`src/utf8v_pkg.sv`:
```
// Package for the UTF-8 identifier validator: byte class constants,
// the per-text decode state type and the code point minimum lookup.
// No dependencies.
package utf8v_pkg;

	localparam logic [7:0] ByteSpace    = 8'h20;
	localparam logic [7:0] ByteDel      = 8'h7f;
	localparam logic [7:0] ByteAsciiTop = 8'h80;
	localparam logic [7:0] Lead2Lo      = 8'hc2;
	localparam logic [7:0] Lead2Hi      = 8'hdf;
	localparam logic [7:0] Lead3Lo      = 8'he0;
	localparam logic [7:0] Lead3Hi      = 8'hef;
	localparam logic [7:0] Lead4Lo      = 8'hf0;
	localparam logic [7:0] Lead4Hi      = 8'hf4;
	localparam logic [7:0] ContMask     = 8'hc0;
	localparam logic [7:0] ContTag      = 8'h80;
	localparam logic [7:0] ByteEnd      = 8'h00;

	localparam logic [20:0] CodeMax      = 21'h10ffff;
	localparam logic [20:0] SurrogateLo  = 21'h00d800;
	localparam logic [20:0] SurrogateHi  = 21'h00dfff;

	localparam logic [1:0] ClassNone  = 2'd0;
	localparam logic [1:0] ClassTwo   = 2'd1;
	localparam logic [1:0] ClassThree = 2'd2;
	localparam logic [1:0] ClassFour  = 2'd3;

	typedef struct packed {
		logic        fault;
		logic [1:0]  pending;
		logic [20:0] code_point;
		logic [1:0]  min_class;
	} decode_state_t;

	// Smallest code point that a sequence of the given class may encode.
	function automatic logic [20:0] class_minimum(input logic [1:0] cls);
		logic [20:0] m;
		unique case (cls)
			ClassTwo:   m = 21'h000080;
			ClassThree: m = 21'h000800;
			ClassFour:  m = 21'h010000;
			default:    m = 21'h000000;
		endcase
		return m;
	endfunction

endpackage

```
`src/utf8v_step.sv`:
```
// Next-state logic for one non-terminating text byte: length limit,
// lead byte decode, continuation assembly and code point range checks.
// Depends on utf8v_pkg.
module utf8v_step #(
	parameter int COUNT_BITS = 8
) (
	input  utf8v_pkg::decode_state_t cur,
	input  logic [COUNT_BITS-1:0]    count,
	input  logic [7:0]               text_byte,
	input  logic [7:0]               max_bytes,
	output utf8v_pkg::decode_state_t nxt,
	output logic [COUNT_BITS-1:0]    nxt_count
);

	localparam int CmpW = (COUNT_BITS > 8) ? COUNT_BITS : 8;

	logic        over;
	logic [20:0] cp_new;
	logic        cp_bad;

	assign over   = CmpW'(count) >= CmpW'(max_bytes);
	assign cp_new = {cur.code_point[14:0], text_byte[5:0]};
	assign cp_bad = (cp_new < utf8v_pkg::class_minimum(cur.min_class)) ||
			(cp_new > utf8v_pkg::CodeMax) ||
			((cp_new >= utf8v_pkg::SurrogateLo) && (cp_new <= utf8v_pkg::SurrogateHi));

	assign nxt_count = (count == {COUNT_BITS{1'b1}}) ? count : count + 1'b1;

	always_comb begin
		nxt = cur;
		// Once a fault is latched, bytes are only counted.
		priority if (cur.fault) begin
			nxt = cur;
		end else if (over) begin
			nxt.fault   = 1'b1;
			nxt.pending = 2'd0;
		end else if (cur.pending != 2'd0) begin
			if ((text_byte & utf8v_pkg::ContMask) != utf8v_pkg::ContTag) begin
				nxt.fault   = 1'b1;
				nxt.pending = 2'd0;
			end else begin
				nxt.code_point = cp_new;
				nxt.pending    = cur.pending - 2'd1;
				if (cur.pending == 2'd1 && cp_bad) begin
					nxt.fault = 1'b1;
				end
			end
		end else if (text_byte < utf8v_pkg::ByteSpace || text_byte == utf8v_pkg::ByteDel) begin
			nxt.fault = 1'b1;
		end else if (text_byte < utf8v_pkg::ByteAsciiTop) begin
			nxt = cur;
		end else if (text_byte >= utf8v_pkg::Lead2Lo && text_byte <= utf8v_pkg::Lead2Hi) begin
			nxt.code_point = {16'd0, text_byte[4:0]};
			nxt.min_class  = utf8v_pkg::ClassTwo;
			nxt.pending    = 2'd1;
		end else if (text_byte >= utf8v_pkg::Lead3Lo && text_byte <= utf8v_pkg::Lead3Hi) begin
			nxt.code_point = {17'd0, text_byte[3:0]};
			nxt.min_class  = utf8v_pkg::ClassThree;
			nxt.pending    = 2'd2;
		end else if (text_byte >= utf8v_pkg::Lead4Lo && text_byte <= utf8v_pkg::Lead4Hi) begin
			nxt.code_point = {18'd0, text_byte[2:0]};
			nxt.min_class  = utf8v_pkg::ClassFour;
			nxt.pending    = 2'd3;
		end else begin
			nxt.fault = 1'b1;
		end
	end

endmodule

```
`src/utf8_identifier_validator_unit.sv`:
```
// A terminating zero byte passes the input register, then the result register.
// Throughput: one byte per cycle, unless verdict_stall holds back a terminator.
// The decode state updates in one pass between the input and result registers.
// Reset clears the decode state, byte count and valid flags; max_bytes returns to 64.
// Top level of the UTF-8 identifier validator; depends on utf8v_pkg and utf8v_step.
module utf8_identifier_validator_unit #(
	parameter int COUNT_BITS = 8
) (
	input  logic       clk,
	input  logic       arst_n,
	input  logic       max_bytes_we,
	input  logic [7:0] max_bytes,
	input  logic       text_valid,
	output logic       text_stall,
	input  logic [7:0] text_byte,
	output logic       verdict_valid,
	input  logic       verdict_stall,
	output logic       text_ok,
	output logic [7:0] text_length
);

	localparam int LenW = (COUNT_BITS > 8) ? COUNT_BITS : 8;

	logic [7:0]              max_bytes_q;
	logic                    valid_s1;
	logic [7:0]              byte_s1;
	utf8v_pkg::decode_state_t state_q;
	utf8v_pkg::decode_state_t state_nxt;
	logic [COUNT_BITS-1:0]   count_q;
	logic [COUNT_BITS-1:0]   count_nxt;
	logic                    out_valid_q;
	logic                    ok_q;
	logic [7:0]              length_q;
	logic                    slot_free;
	logic                    is_end;
	logic                    advance_s1;
	logic                    take_in;
	logic [LenW-1:0]         count_wide;

	utf8v_step #(
		.COUNT_BITS(COUNT_BITS)
	) u_step (
		.cur       (state_q),
		.count     (count_q),
		.text_byte (byte_s1),
		.max_bytes (max_bytes_q),
		.nxt       (state_nxt),
		.nxt_count (count_nxt)
	);

	// A data byte never needs the result register; a terminator does.
	assign slot_free  = !out_valid_q || !verdict_stall;
	assign is_end     = byte_s1 == utf8v_pkg::ByteEnd;
	assign advance_s1 = valid_s1 && (!is_end || slot_free);
	assign text_stall = valid_s1 && !advance_s1;
	assign take_in    = text_valid && !text_stall;
	assign count_wide = LenW'(count_q);

	always_ff @(posedge clk or negedge arst_n) begin
		if (!arst_n) begin
			max_bytes_q <= 8'd64;
		end else if (max_bytes_we) begin
			max_bytes_q <= max_bytes;
		end
	end

	always_ff @(posedge clk or negedge arst_n) begin
		if (!arst_n) begin
			valid_s1 <= 1'b0;
		end else if (take_in) begin
			valid_s1 <= 1'b1;
		end else if (advance_s1) begin
			valid_s1 <= 1'b0;
		end
	end

	always_ff @(posedge clk) begin
		if (take_in) begin
			byte_s1 <= text_byte;
		end
	end

	always_ff @(posedge clk or negedge arst_n) begin
		if (!arst_n) begin
			state_q <= '0;
			count_q <= '0;
		end else if (advance_s1) begin
			if (is_end) begin
				state_q <= '0;
				count_q <= '0;
			end else begin
				state_q <= state_nxt;
				count_q <= count_nxt;
			end
		end
	end

	always_ff @(posedge clk or negedge arst_n) begin
		if (!arst_n) begin
			out_valid_q <= 1'b0;
		end else if (advance_s1 && is_end) begin
			out_valid_q <= 1'b1;
		end else if (!verdict_stall) begin
			out_valid_q <= 1'b0;
		end
	end

	always_ff @(posedge clk) begin
		if (advance_s1 && is_end) begin
			ok_q     <= !state_q.fault && state_q.pending == 2'd0 && count_q != '0;
			length_q <= (count_wide > LenW'(255)) ? 8'hff : count_wide[7:0];
		end
	end

	assign verdict_valid = out_valid_q;
	assign text_ok       = ok_q;
	assign text_length   = length_q;

	a_ok_needs_bytes: assert property (@(posedge clk) disable iff (!arst_n)
		verdict_valid |-> (!text_ok || text_length != 8'd0))
		else $error("verdict passed an empty text");

	a_end_clears: assert property (@(posedge clk) disable iff (!arst_n)
		(advance_s1 && is_end) |=> (state_q == '0 && count_q == '0))
		else $error("terminator did not clear the text state");

	a_fault_no_pending: assert property (@(posedge clk) disable iff (!arst_n)
		state_q.fault |-> state_q.pending == 2'd0)
		else $error("continuation still pending after a fault");

	a_stall_only_held: assert property (@(posedge clk) disable iff (!arst_n)
		text_stall |-> (valid_s1 && is_end && out_valid_q))
		else $error("input stalled without a waiting terminator");

endmodule
```
`config.mk`:
```
export PLATFORM = sky130hd
export DESIGN_NAME = utf8_identifier_validator_unit
export DESIGN_NICKNAME = d
export VERILOG_FILES = /design/src/utf8v_pkg.sv /design/src/utf8v_step.sv /design/src/utf8_identifier_validator_unit.sv
export SDC_FILE = /design/constraint.sdc
export NUM_CORES = 1
export LEC_CHECK = 0
export BUFFER_PORTS_ARGS = -buffer_cell sky130_fd_sc_hd__buf_2
export CORE_UTILIZATION = 45
export CTS_CLUSTER_DIAMETER = 30
export DETAILED_ROUTE_END_ITERATION = 10
export HOLD_SLACK_MARGIN = 0.05
export PLACE_DENSITY = 0.63
export REMOVE_ABC_BUFFERS = 1
export SLEW_MARGIN = 30
export SYNTH_ARGS = -nofsm -noshare
export SYNTH_HDL_FRONTEND = slang
export SYNTH_SLANG_ARGS = --single-unit
```
`constraint.sdc`:
```
create_clock -name clk -period 5.6 [get_ports clk]
set_input_delay 1.4 -clock clk [delete_from_list [all_inputs] [get_ports clk]]
set_output_delay 1.4 -clock clk [all_outputs]
set_load 0.005 [all_outputs]
```
# After elaboration in Yosys (flattened, before gate mapping)
# Index checks and enable logic that the tools add are counted.
[classes]
n_addsub = 2
n_lt_le_gt_ge = 14
n_eq_ne = 19
n_mux = 25
reduce_logical = 34
[op_table]
columns = ["cell", "count"]
rows = [
  ["$mux 25", 4],
  ["$mux 26", 3],
  ["$pmux 17 s3", 1],
  ["$ge 8x8->1 const B", 3],
  ["$le 8x8->1 const B", 3],
  ["$mux 24", 1],
  ["$mux 23", 1],
  ["$ge 21x16->1 const B", 1],
  ["$gt 21x21->1 const B", 1],
  ["$le 21x16->1 const B", 1],
  ["$lt 21x17->1", 1],
  ["$mux 21", 1],
  ["$mux 8", 2],
  ["$reduce_and 7->1", 2],
  ["$ne 2x2->1 const B", 6],
  ["$logic_and 1x1->1", 11],
  ["$mux 1", 9],
  ["$add 8x1->8 const B", 1],
  ["$eq 8x7->1 const B", 1],
  ["$eq 8x8->1 const B", 1],
  ["$ge 8x8->1", 1],
  ["$gt 8x8->1 const B", 1],
  ["$logic_not 8->1", 1],
  ["$lt 8x6->1 const B", 1],
  ["other kinds (20)", 36],
]
[word_totals]
ff_bits = 55
in_bits = 21
output_inout_bits = 11
elab_cells = 105

# Depth between registers and ports, before layout
[depth]
depth_word = 12
depth_mapped = 9
mapped_depth_nobuf = 8

# By module
# From an unflattened synthesis, not the netlist that was laid out.
[hier_totals]
cells_unflattened = 275
area_unflattened_um2 = 3352.0
[by_module_without_submodules]
columns = ["mod", "instances", "cells_per_inst", "area_per_inst_um2", "seq_area_each_um2"]
rows = [
  ["utf8_identifier_validator_unit", 1, 127, 2253.4, 1612.8],
  ["utf8v_step", 1, 148, 1098.6, 0.0],
]

# Worst setup path before layout
# OpenSTA, ideal clock, no wires.
[synth_path]
path_type = "reg-to-output"
startpoint = "register byte_s1[4]"
endpoint = "output port text_stall"
t_arrival_ns = 1.746
required_ns = 4.200
path_slack_ns = 2.454
path_stages_with_launch = 6
path_buffers = 1
cell_sequence = "edfxtp_1 or4_1 buf_2 nor3_1 nand4_1 inv_1"
[synth_via]
elab_chain_cells = 6
[synth_lines]
columns = ["item", "line_no", "text"]
rows = [
  ["from (decl)", "utf8_identifier_validator_unit.sv:26", "logic [7:0] byte_s1;"],
  ["from (signal assigned)", "utf8_identifier_validator_unit.sv:79", "byte_s1 <= text_byte;"],
  ["$logic_not 8->1", "utf8_identifier_validator_unit.sv:53", "assign is_end = byte_s1 == utf8v_pkg::ByteEnd;"],
  ["$logic_not 1->1", "utf8_identifier_validator_unit.sv:54", "assign advance_s1 = valid_s1 && (!is_end || slot_free);"],
  ["$logic_or 1x1->1", "utf8_identifier_validator_unit.sv:54", ""],
  ["$logic_and 1x1->1", "utf8_identifier_validator_unit.sv:54", ""],
  ["$logic_not 1->1", "utf8_identifier_validator_unit.sv:55", "assign text_stall = valid_s1 && !advance_s1;"],
  ["$logic_and 1x1->1", "utf8_identifier_validator_unit.sv:55", ""],
  ["to (decl)", "utf8_identifier_validator_unit.sv:14", "output logic text_stall,"],
]
# Every way passes these cells.

# Final worst setup path
# Ends and elaborated chain as after synthesis.

==> impl_metrics.yaml <==
run_status:
  status: "complete, but fails checks"
  violations: "DRC"
route:
  wl_met3_um: 171
  via_per_inst: 5.444
  wirelength_mm: 4.853
  drc: 1
  top_layer: "met4"
  dr.pass1.iters: 7
  wl_met2_mm: 2.155
  m1WireLength_mm: 2.494
  wire_per_inst_um: 13.91
  vias: 1900
  ant_nets: 0
  first_iter_violations: 80
die:
  rows: 28
  die_h_um: 79.91
  die_width_um: 79.91
  dieArea_um2: 6386
  start_util_pct: 46.41
  core_um2: 5886
  io_pins: 32
yosys:
  async_reset_ff_share_pct: 69.09
  synth.distinct_cells: 52
  syn_area_um2: 2731
  synthFlopType: "dfrtp_1"
  synthCells: 244
  synth-seq-cells: 55
  ys_seq_area_share_pct: 53.55
  synth-edff-count: 17
  synth.avg_cell_area_um2: 11.19
  synth_warnings: 0
sta:
  rsz0062_at_grt: "no"
  min_period_ps: 3763
  hold_viol: 0
  fin_setup_tns_ps: 0
  fin_crit_sh_pct: 67.20
  max_freq_mhz: 265.7
  slew_headroom_pct: 45.41
  worst_pin_slew_ps: 818.9
  fin_skew_ps: 10.23
  finalSetupViolations: 0
  slew_violations: 0
finish:
  syn_to_final_growth_pct: 11.36
  drive_gt1_share_pct: 17.52
  final_net_count: 308
  design_area_um2: 3042
  utilization_pct: 51.68
  mostFrequentLayoutCells: "dfrtp_1, buf_2, nand2_1"
  final_common_cell: "dfrtp_1"
  insertedDiodeCount: 0
power:
  p_switching_mw: 0.2699
  power.density_nw_per_um2: 308.3
  p_clk_share_pct: 27.0
  cellLeakagePower_nw: 1.362
  pwr-share-comb_pct: 17.7
  seq_power_share_pct: 55.3
  internal_power_mw: 0.6677
  peakVddDrop_v: 0.0001329
  swShare_pct: 28.79
setup_path:
  critPathMaxFanout: 6
  reg2reg_from: "byte_s1[4]$_DFFE_PP_"
  critPathSlowestCell: "or4_1"
  end_kind: "primary output"
  startpoint: "byte_s1[4]$_DFFE_PP_"
  crit_type: "register to primary output"
  cpPeakStageDelay_ps: 660
  crit_chain: "or4_1 -> nor3_1 -> nand4_1 -> inv_1 -> buf_2"
  reg2reg_slack_ps: 2790
  start_kind: "register"
  arrival_ps: 2360
  r2r_cells: 6
  required_ps: 4200
global_routing:
  grt_max_degree: 39
  antenna_found_initial: 0
  grt_pass1_vias: 1808
  grt_usage_pct: 17.70
  grt_pass1_wl_mm: 8.638
  overflow: 0
clocking:
  clockBufferDepth: 2
  clock_latency_ps: 310
  cts_tree: "done"
  clkSlewWorstSetupHoldPaths_ps: 100
  root_buffer: "clkbuf_8"
  cts.sinks: 55
  cts_made_buffers: 5
  ctsResizeCount: 0
  post_cts_buffers: 0
  cts_hold_buf: 0
  htreeDepth: 2
placed_design:
  place_area_um2: 2934
  port_buffers: 31
  place_congestion: 0.7519
  dp_hpwl_mm: 3.649
worst_hold_path:
  whs_path_depth: 1
  hold_class: "register to register"
  min_from: "state_q[3]$_DFFE_PN0P_"
flow_run:
  cap_violations: 0
## sequential cells by signal (all words and copies together), names as in the netlist
| signal | flops |
|---|---|
| count_q | 8 |
| text_length | 8 |
| byte_s1 | 8 |
| text_ok | 1 |
| verdict_valid | 1 |
| valid_s1 | 1 |
| max_bytes_q | 8 |
| state_q | 20 |
## power groups by stage
stage / clock, mW / sequential (mW) / combinational (mW)
global placement: 0 / 0.526 / 0.164
finish: 0.253 / 0.518 / 0.166
CTS: 0.262 / 0.519 / 0.169
global route: 0.279 / 0.527 / 0.201
floorplan: 0 / 0.509 / 0.127
detailed placement: 0 / 0.527 / 0.168
## kinds of logic after synthesis
logic type               count (synthesis)  synth area share, %
AND/OR/NAND/NOR                         69                13.38
AO/OA/AOI/OAI                           66                18.55
flip-flops                              55                53.55
buffers and inverters                   30                4.581
adder cells (fa/ha/maj)                 14                6.413
XOR/XNOR                                 5                1.604
multiplexers                             5                1.924
## per-stage QoR
stage	hold WS (ps)	power (mW)	instances	setup WS (ps)
after global routing	537.7	1.007	349	1656
after floorplan	456.1	0.6363	235	2472
after CTS	514.8	0.9508	349	1817
final	515.0	0.9376	349	1837
after global placement	483.2	0.6902	341	2210
after detailed placement	490.0	0.6956	341	2183
## path summary, 6_finish.rpt
kind,end
hold reg to reg,state_q[9]$_DFFE_PN0P_
hold / removal,state_q[9]$_DFFE_PN0P_
setup reg to reg,state_q[6]$_DFFE_PN0P_
max in group asynchronous,state_q[7]$_DFFE_PN0P_
setup / recovery,text_stall
min in group asynchronous,state_q[12]$_DFFE_PN0P_
## cell usage after synthesis (5+ instances only)
cell / count / area, um2
dfrtp_1: 37 / 925.9
nand2_1: 22 / 82.58
inv_1: 21 / 78.83
o21ai_0: 20 / 100.1
edfxtp_1: 17 / 510.5
ha_1: 14 / 175.2
a22o_1: 12 / 105.1
nor2_1: 10 / 37.54
a211oi_1: 7 / 52.55
a21oi_1: 6 / 30.03
clkbuf_1: 6 / 22.52
nand3_1: 6 / 30.03
nor3_1: 6 / 30.03
nand2b_1: 5 / 31.28
## area by class of cell
type / count / area [um2]
Fill cell: 549 / 2844
Sequential cell: 55 / 1463
Multi-Input combinational cell: 159 / 1144
Timing Repair Buffer: 31 / 155.1
Tap cell: 75 / 93.84
Inverter: 21 / 78.83
Clock buffer: 5 / 68.82
Clock inverter: 3 / 38.79
## worst max-delay path, delay by kind of cell, from the launching register on
kind / cells / cell delay (ps)
buffers and inverters: 2 / 180
flip-flops: 1 / 450
AND/OR/NAND/NOR: 3 / 1420
## routing by layer
layer,track usage [%],up-vias
li1,-,962
met1,25.59,902
met2,26.24,33
met3,4.229,3
met4,5.357,0
met5,0,-
No activity file was read; power rests on OpenSTA's default activity.
